[config.mk]
export PLATFORM = sky130hd
export DESIGN_NAME = task_delay_timer_table
export DESIGN_NICKNAME = d
export VERILOG_FILES = /design/src/hdl/tdt_pkg.sv /design/src/hdl/tdt_divider.sv /design/src/hdl/task_delay_timer_table.sv
export SDC_FILE = /design/constraint.sdc
export NUM_CORES = 2
export LEC_CHECK = 0
export CAP_MARGIN = 20
export CORE_ASPECT_RATIO = 2
export CORE_MARGIN = 2
export CORE_UTILIZATION = 45
export CTS_BUF_LIST = sky130_fd_sc_hd__clkbuf_16
export CTS_CLUSTER_DIAMETER = 150
export DETAILED_ROUTE_END_ITERATION = 16
export DONT_BUFFER_PORTS = 1
export HOLD_SLACK_MARGIN = 0.02
export REMOVE_ABC_BUFFERS = 1
export SLEW_MARGIN = 20
export SYNTH_ARGS = -nofsm -noshare
export SYNTH_HDL_FRONTEND = slang
export SYNTH_HIERARCHICAL = 1
export SYNTH_SLANG_ARGS = --single-unit
[constraint.sdc]
create_clock -name clock -period 31.9 [get_ports clock]
set_input_delay 1.595 -clock clock [delete_from_list [all_inputs] [get_ports clock]]
set_output_delay 1.595 -clock clock [all_outputs]
set_load 0.02 [all_outputs]
[src/hdl/tdt_pkg.sv]
// ----------------------------------------------------------------------------
// tdt_pkg: shared types and codes for the task delay timer table
// Command, status and sequencer state codes used across the block.
// ----------------------------------------------------------------------------
package tdt_pkg;

   localparam logic [2:0] CMD_REGISTER  = 3'd0;
   localparam logic [2:0] CMD_REMOVE    = 3'd1;
   localparam logic [2:0] CMD_SET_SPLIT = 3'd2;
   localparam logic [2:0] CMD_SET_TOTAL = 3'd3;
   localparam logic [2:0] CMD_TICK      = 3'd4;

   localparam logic [1:0] ST_DONE      = 2'd0;
   localparam logic [1:0] ST_FULL      = 2'd1;
   localparam logic [1:0] ST_NOT_FOUND = 2'd2;
   localparam logic [1:0] ST_EXPIRED   = 2'd3;

   localparam int MAX_RESULTS = 16;

   typedef enum logic [3:0] {
      S_IDLE,
      S_FIND_RD,
      S_FIND_CHK,
      S_DIV,
      S_MOVE_RD,
      S_MOVE_WR,
      S_TICK_RD,
      S_TICK_WR,
      S_OUT
   } state_type;

endpackage

[src/hdl/tdt_divider.sv]
// ----------------------------------------------------------------------------
// tdt_divider: 32 by 16 bit restoring divider
// One quotient bit per cycle; done pulses when the last quotient bit is in place.
// ----------------------------------------------------------------------------
module tdt_divider (
   input  logic        clock,
   input  logic        reset,
   input  logic        start,
   input  logic [31:0] dividend,
   input  logic [15:0] divisor,
   output logic        done,
   output logic [31:0] quotient,
   output logic [15:0] remainder
);

   logic [31:0] q_ff, q_in;
   logic [16:0] r_ff, r_in;
   logic [15:0] d_ff, d_in;
   logic [5:0]  cnt_ff, cnt_in;
   logic        busy_ff, busy_in;
   logic        done_ff, done_in;
   logic [16:0] trial;

   always_comb begin
      q_in    = q_ff;
      r_in    = r_ff;
      d_in    = d_ff;
      cnt_in  = cnt_ff;
      busy_in = busy_ff;
      done_in = 1'b0;
      trial   = {r_ff[15:0], q_ff[31]};
      if (start) begin
         q_in    = dividend;
         r_in    = '0;
         d_in    = divisor;
         cnt_in  = 6'd0;
         busy_in = 1'b1;
      end else if (busy_ff) begin
         // shift in next dividend bit, subtract when it fits
         if (trial >= {1'b0, d_ff}) begin
            r_in = trial - {1'b0, d_ff};
            q_in = {q_ff[30:0], 1'b1};
         end else begin
            r_in = trial;
            q_in = {q_ff[30:0], 1'b0};
         end
         cnt_in = cnt_ff + 6'd1;
         if (cnt_ff == 6'd31) begin
            busy_in = 1'b0;
            done_in = 1'b1;
         end
      end
   end

   always_ff @(posedge clock) begin
      q_ff   <= q_in;
      r_ff   <= r_in;
      d_ff   <= d_in;
      cnt_ff <= cnt_in;
      if (reset) begin
         busy_ff <= 1'b0;
         done_ff <= 1'b0;
      end else begin
         busy_ff <= busy_in;
         done_ff <= done_in;
      end
   end

   assign done      = done_ff;
   assign quotient  = q_ff;
   assign remainder = r_ff[15:0];

endmodule

[src/hdl/task_delay_timer_table.sv]
// ----------------------------------------------------------------------------
// task_delay_timer_table: ordered table of task delay timers
// Register, remove, delay setting and tick countdown over a slot memory.
// ----------------------------------------------------------------------------
// One item is taken at a time; req_ready is low while it is worked on. The
// slot memory has separate read and write ports with registered read data,
// so a slot that is searched, moved or ticked is read in one state and
// written or checked in the next. Remove, set split and set total search
// the table first, up to the match; remove then moves every later slot
// down, and set total waits on the bit-serial divider. A tick walks all
// occupied slots and holds while an expiry item waits on the result
// channel. Each result item sits in an output register until taken. The
// memory needs no clearing pass: only slots below the fill count are ever
// used.
// ----------------------------------------------------------------------------
module task_delay_timer_table #(
   parameter int TABLE_DEPTH  = 16,
   parameter int TASK_ID_BITS = 8
) (
   input  logic                    clock,
   input  logic                    reset,
   input  logic                    req_valid,
   output logic                    req_ready,
   input  logic [2:0]              req_command,
   input  logic [TASK_ID_BITS-1:0] req_task_id,
   input  logic [31:0]             req_delay_count,
   input  logic [15:0]             req_delay_fraction,
   input  logic [15:0]             req_elapsed,
   output logic                    rsp_valid,
   input  logic                    rsp_ready,
   output logic [TASK_ID_BITS-1:0] rsp_result_task,
   output logic [1:0]              rsp_status,
   output logic                    rsp_last,
   input  logic                    csr_write,
   input  logic [15:0]             csr_wdata
);

   localparam int IDX_BITS = (TABLE_DEPTH > 1) ? $clog2(TABLE_DEPTH) : 1;
   localparam int CNT_BITS = $clog2(TABLE_DEPTH + 1);
   localparam int ENT_BITS = TASK_ID_BITS + 32 + 16 + 1;
   localparam int RES_BITS = $clog2(tdt_pkg::MAX_RESULTS + 1);

   // slot memory: {task, ticks, fraction, ready}
   logic [ENT_BITS-1:0] mem [TABLE_DEPTH];
   logic [ENT_BITS-1:0] rd_data_ff;
   logic                mem_we;
   logic [IDX_BITS-1:0] mem_waddr, mem_raddr;
   logic [ENT_BITS-1:0] mem_wdata;

   always_ff @(posedge clock) begin
      if (mem_we) begin
         mem[mem_waddr] <= mem_wdata;
      end
      rd_data_ff <= mem[mem_raddr];
   end

   logic [TASK_ID_BITS-1:0] rd_task;
   logic [31:0]             rd_ticks;
   logic [15:0]             rd_frac;
   logic                    rd_ready;
   assign {rd_task, rd_ticks, rd_frac, rd_ready} = rd_data_ff;

   tdt_pkg::state_type      state_ff, state_in;
   logic [15:0]             tick_len_ff;
   logic [CNT_BITS-1:0]     count_ff, count_in;
   logic [CNT_BITS-1:0]     idx_ff, idx_in;
   logic [2:0]              cmd_ff, cmd_in;
   logic [TASK_ID_BITS-1:0] task_ff, task_in;
   logic [31:0]             dcount_ff, dcount_in;
   logic [15:0]             dfrac_ff, dfrac_in;
   logic [15:0]             elapsed_ff, elapsed_in;
   logic [RES_BITS-1:0]     nres_ff, nres_in;
   logic                    ovalid_ff, ovalid_in;
   logic [TASK_ID_BITS-1:0] otask_ff, otask_in;
   logic [1:0]              ostat_ff, ostat_in;
   logic                    olast_ff, olast_in;
   logic                    div_start, div_done;
   logic [31:0]             div_q;
   logic [15:0]             div_r;
   logic [15:0]             eff_tick;
   logic [15:0]             e_clamp;

   assign eff_tick = (tick_len_ff == 16'd0) ? 16'd1 : tick_len_ff;
   assign e_clamp  = (elapsed_ff > eff_tick) ? eff_tick : elapsed_ff;

   tdt_divider u_div (
      .clock     (clock),
      .reset     (reset),
      .start     (div_start),
      .dividend  (dcount_ff),
      .divisor   (eff_tick),
      .done      (div_done),
      .quotient  (div_q),
      .remainder (div_r)
   );

   // tick countdown arithmetic on the slot just read
   logic [31:0] t_ticks;
   logic [15:0] t_frac;
   logic        t_exp, t_wait;
   always_comb begin
      t_ticks = rd_ticks;
      t_frac  = rd_frac;
      t_exp   = 1'b0;
      t_wait  = !rd_ready && !(rd_ticks == 32'd0 && rd_frac == 16'd0);
      if (e_clamp >= rd_frac) begin
         if (rd_ticks == 32'd0) begin
            t_exp = 1'b1;
         end else begin
            t_ticks = rd_ticks - 32'd1;
            t_frac  = eff_tick - (e_clamp - rd_frac);
            t_exp   = (t_ticks == 32'd0) && (t_frac == 16'd0);
         end
      end else begin
         t_frac = rd_frac - e_clamp;
      end
   end

   // true when a later occupied slot will still be visited
   logic more_slots;
   assign more_slots = (idx_ff + CNT_BITS'(1)) < count_ff;

   logic out_free;
   assign out_free = !ovalid_ff || rsp_ready;

   // lookahead for the tick's last flag: an expiry item is held until the
   // walk shows whether another expiry follows, so last is patched below
   logic                    hold_ff, hold_in;
   logic [TASK_ID_BITS-1:0] htask_ff;

   always_comb begin
      state_in   = state_ff;
      count_in   = count_ff;
      idx_in     = idx_ff;
      cmd_in     = cmd_ff;
      task_in    = task_ff;
      dcount_in  = dcount_ff;
      dfrac_in   = dfrac_ff;
      elapsed_in = elapsed_ff;
      nres_in    = nres_ff;
      ovalid_in  = ovalid_ff && !rsp_ready;
      otask_in   = otask_ff;
      ostat_in   = ostat_ff;
      olast_in   = olast_ff;
      mem_we     = 1'b0;
      mem_waddr  = idx_ff[IDX_BITS-1:0];
      mem_raddr  = idx_ff[IDX_BITS-1:0];
      mem_wdata  = rd_data_ff;
      div_start  = 1'b0;
      req_ready  = 1'b0;

      unique case (state_ff)
         tdt_pkg::S_IDLE: begin
            req_ready = out_free;
            if (req_valid && out_free) begin
               cmd_in     = req_command;
               task_in    = req_task_id;
               dcount_in  = req_delay_count;
               dfrac_in   = req_delay_fraction;
               elapsed_in = req_elapsed;
               idx_in     = '0;
               nres_in    = '0;
               unique case (req_command) inside
                  tdt_pkg::CMD_REGISTER: begin
                     state_in = tdt_pkg::S_OUT;
                  end
                  tdt_pkg::CMD_REMOVE, tdt_pkg::CMD_SET_SPLIT, tdt_pkg::CMD_SET_TOTAL: begin
                     state_in = tdt_pkg::S_FIND_RD;
                  end
                  tdt_pkg::CMD_TICK: begin
                     state_in = tdt_pkg::S_TICK_RD;
                  end
                  default: begin
                     state_in = tdt_pkg::S_IDLE;
                  end
               endcase
            end
         end
         tdt_pkg::S_OUT: begin
            // register command: append or report full
            if (out_free) begin
               ovalid_in = 1'b1;
               otask_in  = task_ff;
               olast_in  = 1'b1;
               if (count_ff >= CNT_BITS'(TABLE_DEPTH)) begin
                  ostat_in = tdt_pkg::ST_FULL;
               end else begin
                  ostat_in  = tdt_pkg::ST_DONE;
                  mem_we    = 1'b1;
                  mem_waddr = count_ff[IDX_BITS-1:0];
                  mem_wdata = {task_ff, 32'd0, 16'd0, 1'b1};
                  count_in  = count_ff + CNT_BITS'(1);
               end
               state_in = tdt_pkg::S_IDLE;
            end
         end
         tdt_pkg::S_FIND_RD: begin
            if (idx_ff >= count_ff) begin
               if (out_free) begin
                  ovalid_in = 1'b1;
                  otask_in  = task_ff;
                  ostat_in  = tdt_pkg::ST_NOT_FOUND;
                  olast_in  = 1'b1;
                  state_in  = tdt_pkg::S_IDLE;
               end
            end else begin
               state_in = tdt_pkg::S_FIND_CHK;
            end
         end
         tdt_pkg::S_FIND_CHK: begin
            if (rd_task == task_ff) begin
               if (cmd_ff == tdt_pkg::CMD_REMOVE) begin
                  state_in = tdt_pkg::S_MOVE_RD;
               end else if (cmd_ff == tdt_pkg::CMD_SET_SPLIT) begin
                  mem_we    = 1'b1;
                  mem_wdata = {rd_task, dcount_ff, dfrac_ff,
                               (dcount_ff == 32'd0 && dfrac_ff == 16'd0)};
                  ovalid_in = 1'b1;
                  otask_in  = task_ff;
                  ostat_in  = tdt_pkg::ST_DONE;
                  olast_in  = 1'b1;
                  state_in  = tdt_pkg::S_IDLE;
               end else begin
                  div_start = 1'b1;
                  dfrac_in  = {16'd0};
                  otask_in  = rd_task;
                  state_in  = tdt_pkg::S_DIV;
               end
            end else begin
               idx_in   = idx_ff + CNT_BITS'(1);
               state_in = tdt_pkg::S_FIND_RD;
            end
         end
         tdt_pkg::S_DIV: begin
            if (div_done) begin
               mem_we    = 1'b1;
               mem_wdata = {otask_ff, div_q, div_r,
                            (div_q == 32'd0 && div_r == 16'd0)};
               ovalid_in = 1'b1;
               otask_in  = task_ff;
               ostat_in  = tdt_pkg::ST_DONE;
               olast_in  = 1'b1;
               state_in  = tdt_pkg::S_IDLE;
            end
         end
         tdt_pkg::S_MOVE_RD: begin
            // read the slot after idx, or finish the compaction
            if (more_slots) begin
               mem_raddr = IDX_BITS'(idx_ff + CNT_BITS'(1));
               state_in  = tdt_pkg::S_MOVE_WR;
            end else begin
               count_in  = count_ff - CNT_BITS'(1);
               ovalid_in = 1'b1;
               otask_in  = task_ff;
               ostat_in  = tdt_pkg::ST_DONE;
               olast_in  = 1'b1;
               state_in  = tdt_pkg::S_IDLE;
            end
         end
         tdt_pkg::S_MOVE_WR: begin
            mem_we   = 1'b1;
            idx_in   = idx_ff + CNT_BITS'(1);
            state_in = tdt_pkg::S_MOVE_RD;
         end
         tdt_pkg::S_TICK_RD: begin
            if (idx_ff >= count_ff) begin
               // hold until the held expiry item can go out
               if (!hold_ff || out_free) begin
                  state_in = tdt_pkg::S_IDLE;
               end
            end else begin
               state_in = tdt_pkg::S_TICK_WR;
            end
         end
         tdt_pkg::S_TICK_WR: begin
            // hold while an expiry item would overwrite a waiting one
            if (!t_wait) begin
               idx_in   = idx_ff + CNT_BITS'(1);
               state_in = tdt_pkg::S_TICK_RD;
            end else if (!t_exp) begin
               mem_we    = 1'b1;
               mem_wdata = {rd_task, t_ticks, t_frac, 1'b0};
               idx_in    = idx_ff + CNT_BITS'(1);
               state_in  = tdt_pkg::S_TICK_RD;
            end else if (out_free) begin
               mem_we    = 1'b1;
               mem_wdata = {rd_task, 32'd0, 16'd0, 1'b1};
               idx_in    = idx_ff + CNT_BITS'(1);
               state_in  = tdt_pkg::S_TICK_RD;
               if (nres_ff < RES_BITS'(tdt_pkg::MAX_RESULTS)) begin
                  ovalid_in = 1'b1;
                  otask_in  = rd_task;
                  ostat_in  = tdt_pkg::ST_EXPIRED;
                  nres_in   = nres_ff + RES_BITS'(1);
                  olast_in  = 1'b1;
               end
            end
         end
         default: begin
            state_in = tdt_pkg::S_IDLE;
         end
      endcase
   end

   // expiry items go through a one-deep hold so last can be set correctly
   logic exp_new;
   assign exp_new = ovalid_in && !(ovalid_ff && !rsp_ready) &&
                    (state_ff == tdt_pkg::S_TICK_WR);

   logic tick_end;
   assign tick_end = (state_ff == tdt_pkg::S_TICK_RD) && (idx_ff >= count_ff) &&
                     (!hold_ff || out_free);

   always_comb begin
      hold_in = hold_ff;
      if (exp_new) begin
         hold_in = 1'b1;
      end else if (tick_end) begin
         hold_in = 1'b0;
      end
   end

   // drive outputs: expiry items are shown from the hold register
   logic show_ff, show_in;
   logic [TASK_ID_BITS-1:0] stask_ff, stask_in;
   logic [1:0]              sstat_ff, sstat_in;
   logic                    slast_ff, slast_in;
   always_comb begin
      show_in  = show_ff && !rsp_ready;
      stask_in = stask_ff;
      sstat_in = sstat_ff;
      slast_in = slast_ff;
      if (exp_new && hold_ff) begin
         show_in  = 1'b1;
         stask_in = htask_ff;
         sstat_in = tdt_pkg::ST_EXPIRED;
         slast_in = 1'b0;
      end else if (tick_end && hold_ff) begin
         show_in  = 1'b1;
         stask_in = htask_ff;
         sstat_in = tdt_pkg::ST_EXPIRED;
         slast_in = 1'b1;
      end else if (ovalid_in && !(ovalid_ff && !rsp_ready) && !exp_new) begin
         show_in  = 1'b1;
         stask_in = otask_in;
         sstat_in = ostat_in;
         slast_in = olast_in;
      end
   end

   always_ff @(posedge clock) begin
      task_ff    <= task_in;
      dcount_ff  <= dcount_in;
      dfrac_ff   <= dfrac_in;
      elapsed_ff <= elapsed_in;
      cmd_ff     <= cmd_in;
      otask_ff   <= otask_in;
      ostat_ff   <= ostat_in;
      olast_ff   <= olast_in;
      stask_ff   <= stask_in;
      sstat_ff   <= sstat_in;
      slast_ff   <= slast_in;
      if (exp_new) begin
         htask_ff <= otask_in;
      end
      if (reset) begin
         state_ff    <= tdt_pkg::S_IDLE;
         tick_len_ff <= 16'd1000;
         count_ff    <= '0;
         idx_ff      <= '0;
         nres_ff     <= '0;
         ovalid_ff   <= 1'b0;
         hold_ff     <= 1'b0;
         show_ff     <= 1'b0;
      end else begin
         state_ff  <= state_in;
         count_ff  <= count_in;
         idx_ff    <= idx_in;
         nres_ff   <= nres_in;
         ovalid_ff <= show_in;
         hold_ff   <= hold_in;
         show_ff   <= show_in;
         if (csr_write) begin
            tick_len_ff <= csr_wdata;
         end
      end
   end

   assign rsp_valid       = show_ff;
   assign rsp_result_task = stask_ff;
   assign rsp_status      = sstat_ff;
   assign rsp_last        = slast_ff;

endmodule

==> results_dict.tcl <==
set metrics [dict create \
    async_reset_ff_frac 0 \
    synth_top_area_share 0.613 \
    number_of_enable_type_register_cells_in_the_synthesized_netlist 1051 \
    maxClockFrequency_mhz 113 \
    cts.hold.buffers_added 0 \
    cp_max_fo 17 \
    power_density_mw_per_mm2 89.6 \
    synth.area.top_cells "edfxtp_1 (61%), mux4_2 (12%), dfxtp_1 (5.0%)" \
    placement_rows 175 \
    synthesized_area_per_cell_um2 16.4 \
    crit_path_capture_type "flop" \
    dr.pass1.iters 8 \
    port_buffers 0 \
    cts_resized 0 \
    final_design_area_no_fill_mm2 0.0569 \
    worst_slew_margin_rel 0.255 \
    synthesis_warning_total 6 \
    critical_path.top_delay_family "simple AND/OR/NAND/NOR gates" \
    dominantRegCellSynth "edfxtp_1" \
    cts_max_path_buffers 3 \
    grtUsageTotal 0.256 \
    postLayoutCoreUtil 0.501 \
    starting_density_of_the_core 0.453 \
    cts.root.buffer_cell "clkbuf_16" \
    timing.critical_path.from "tick_len_ff[1]" \
    vias_per_cell 6.36 \
    wl_per_cell_um 31.5 \
    drc 0 \
    outcome "finished, final reports clean" \
    maxSlewViolCount 0 \
    ff2ff_path_depth 30 \
    synth.lib_cells_used.distinct 94 \
    critPathKind "flop to flop" \
    postSynthCellCount 3150 \
    final_layout_size_suffix_gt1_frac 0.201 \
    cts_buffers 101 \
    gr-total-overflow 0 \
    rsz0062_at_grt "false" \
    num-fill-cells 9260 \
    synth-seq-cells 1180 \
    post-route-period-util 0.278 \
    dpl_wire_length_um 99100 \
    detailed_place.area_mm2 0.0534 \
    library_cell_contributing_the_largest_single_delay_on_the_critical_path "o21ai_1" \
    postCtsSetupBuffers 0 \
    timing.final.crit_period_ns 8.85 \
    slowest_delay_ns 0.90 \
    fin_cells 4749 \
    wirelength_um 149000 \
    worst-path-buf-inv 3 \
    clkTransAtPathRegs_ns 0.07 \
    synth_seq_area_share 0.663 \
    numPlacedInstances 4548 \
    pin_count_of_the_biggest_net_entering_global_routing 96 \
    io-pin-count 109 \
    gp_congestion 1.00 \
    worst_ir_drop_vdd_uv 49.8 \
    timing.critical_path.arrival_ns 9.24 \
    grt_first_pass_wirelength_um 217000 \
    tritoncts "done" \
    worst_clock_skew_ns 0.0301 \
    sum_of_negative_setup_slack_ns 0 \
    initial_antenna_violation_count 5 \
    final_setup_viols 0 \
    worstMarginPinSlew_ns 1.12 \
    clkLatencyLatePin_ns 0.73 \
    first_global_vias 31100 \
    maxCapViolations 0 \
    cts.sinks 1180 \
    cell_type_with_the_highest_aggregate_area_in_the_netlist "edfxtp_1" \
    setup.worst_path.end "rsp_result_task[1]" \
    routed-via-count 30200 \
    synth_top_cells_by_count "edfxtp_1 (1,051), mux4_2 (285), nor2_1 (176)" \
    cp_startpoint_kind "flop" \
    chipHeight_um 482 \
    postRouteAntennaNets 0 \
    chipWidth_um 243 \
    timing.final.hold_violations 0 \
    r2r_slack_ns 23.05 \
    cell_with_the_most_instances_after_synthesis "edfxtp_1" \
    design.die.area_mm2 0.117 \
    post_synth_instance_area_mm2 0.0515 \
    critical_path_cell_count 30 \
    worst-endpoint-required_ns 32.28 \
    design.final.nets 3347 \
    end_of_the_worst_register_to_register_path "rsp_result_task[1]" \
    core_region_area_mm2 0.114 \
    timing.hold.worst.class "flop to flop" \
    drt_first_iter_violations 3450 \
    power.leakage_uw 0.0190 \
    reg2reg_from "tick_len_ff[1]" \
    htreeDepth 3 \
    syn2layout_area_growth_pct 10.5 \
]
## power breakdown
group / internal [µW] / total (µW) / switching (µW) / leakage, µW
registers: 2020 / 2170 / 155 / 0.0106
logic: 579 / 1650 / 1070 / 0.00666
clock network: 703 / 1280 / 574 / 0.00172
## final cells by class
class | instances | area, µm² | area share
Antenna cell | 5 | 12.5 | 0.000220
Clock buffer | 106 | 2650 | 0.0466
Clock inverter | 86 | 767 | 0.0135
Inverter | 79 | 297 | 0.00521
Multi-Input combinational cell | 1706 | 16500 | 0.291
Sequential cell | 1180 | 34100 | 0.600
Tap cell | 1504 | 1880 | 0.0331
Timing Repair Buffer | 83 | 633 | 0.0111
## cell usage in the layout (no fill, tap or decap), types with 19 or more instances in the layout
| cell type | n |
|---|---|
| edfxtp_1 | 1051 |
| mux4_2 | 285 |
| nor2_1 | 162 |
| nand2_1 | 135 |
| a21oi_1 | 131 |
| dfxtp_1 | 129 |
| clkbuf_16 | 106 |
| o21ai_0 | 96 |
| inv_1 | 93 |
| ha_1 | 82 |
| buf_4 | 78 |
| nor4_1 | 46 |
| mux2i_1 | 43 |
| mux2_2 | 43 |
| nand3_1 | 39 |
| nor3_1 | 39 |
| xnor2_1 | 37 |
| nand4_1 | 28 |
| a21o_1 | 26 |
| xor2_1 | 24 |
| and2_1 | 22 |
| or3_1 | 22 |
| a221o_1 | 22 |
| o211ai_1 | 22 |
| and3_1 | 21 |
| clkinv_1 | 20 |
| a31oi_1 | 19 |
## worst min path at each step
stage / from / to / slack, ns / depth (start not counted)
final: u_div/cnt_ff[5] / u_div/cnt_ff[5] / 0.51 / 2
after global routing: u_div/cnt_ff[5] / u_div/cnt_ff[5] / 0.53 / 2
after CTS: u_div/cnt_ff[5] / u_div/cnt_ff[5] / 0.51 / 2
after detailed placement: tick_len_ff[0] / tick_len_ff[0] / 0.50 / 2
after global placement: u_div/cnt_ff[5] / u_div/cnt_ff[5] / 0.46 / 2
after floorplan: u_div/cnt_ff[5] / u_div/cnt_ff[5] / 0.45 / 2
## routing by layer
| metal | wire length (µm) | track usage | up-vias | share of wire |
|---|---|---|---|---|
| met5 | 13 | 0 | - | 0.000087 |
| met4 | 7920 | 0.125 | 2 | 0.053 |
| met3 | 8960 | 0.0368 | 344 | 0.060 |
| met2 | 78500 | 0.459 | 1387 | 0.53 |
| met1 | 54000 | 0.302 | 15700 | 0.36 |
| li1 | - | - | 12700 | - |
## per-stage QoR
stage                     setup slack [ns]  power [µW]  hold slack (ns)
final                                23.05        5100            0.513
after global routing                 22.41        5310            0.529
after CTS                            23.06        5110            0.515
after detailed placement             23.11        3830            0.502
after global placement               23.09        3800            0.464
after floorplan                       7.78        3380            0.453
## registers in the layout (all words and copies together) (netlist names), 8 cells and up
name and cells:
htask_ff 8, task_ff 8, dcount_ff 32, tick_len_ff 16, rd_data_ff 57, rsp_result_task 8, otask_ff 8, u_div/d_ff 16
elapsed_ff 16, u_div/quotient 32, mem 912, u_div/r_ff 16, dfrac_ff 16
## kinds of logic (layout without fill, tap and decap cells)
kind of cell             after synthesis  count (layout)  synth area share
adder cells (fa/ha/maj)              100             100            0.0269
flip-flops                          1180            1180             0.663
AO/OA/AOI/OAI                        546             546            0.0744
XOR/XNOR                              64              64            0.0109
multiplexers                         372             372             0.143
buffers and inverters                264             354            0.0209
other                                  0               5                 0
AND/OR/NAND/NOR                      624             624            0.0615
## worst min-delay path: stages (launching register included)
cell and delay [ns]:
dfxtp_1 0.32, o21ai_0 0.07, a21oi_1 0.07
No activity file was read; power rests on OpenSTA's default activity.
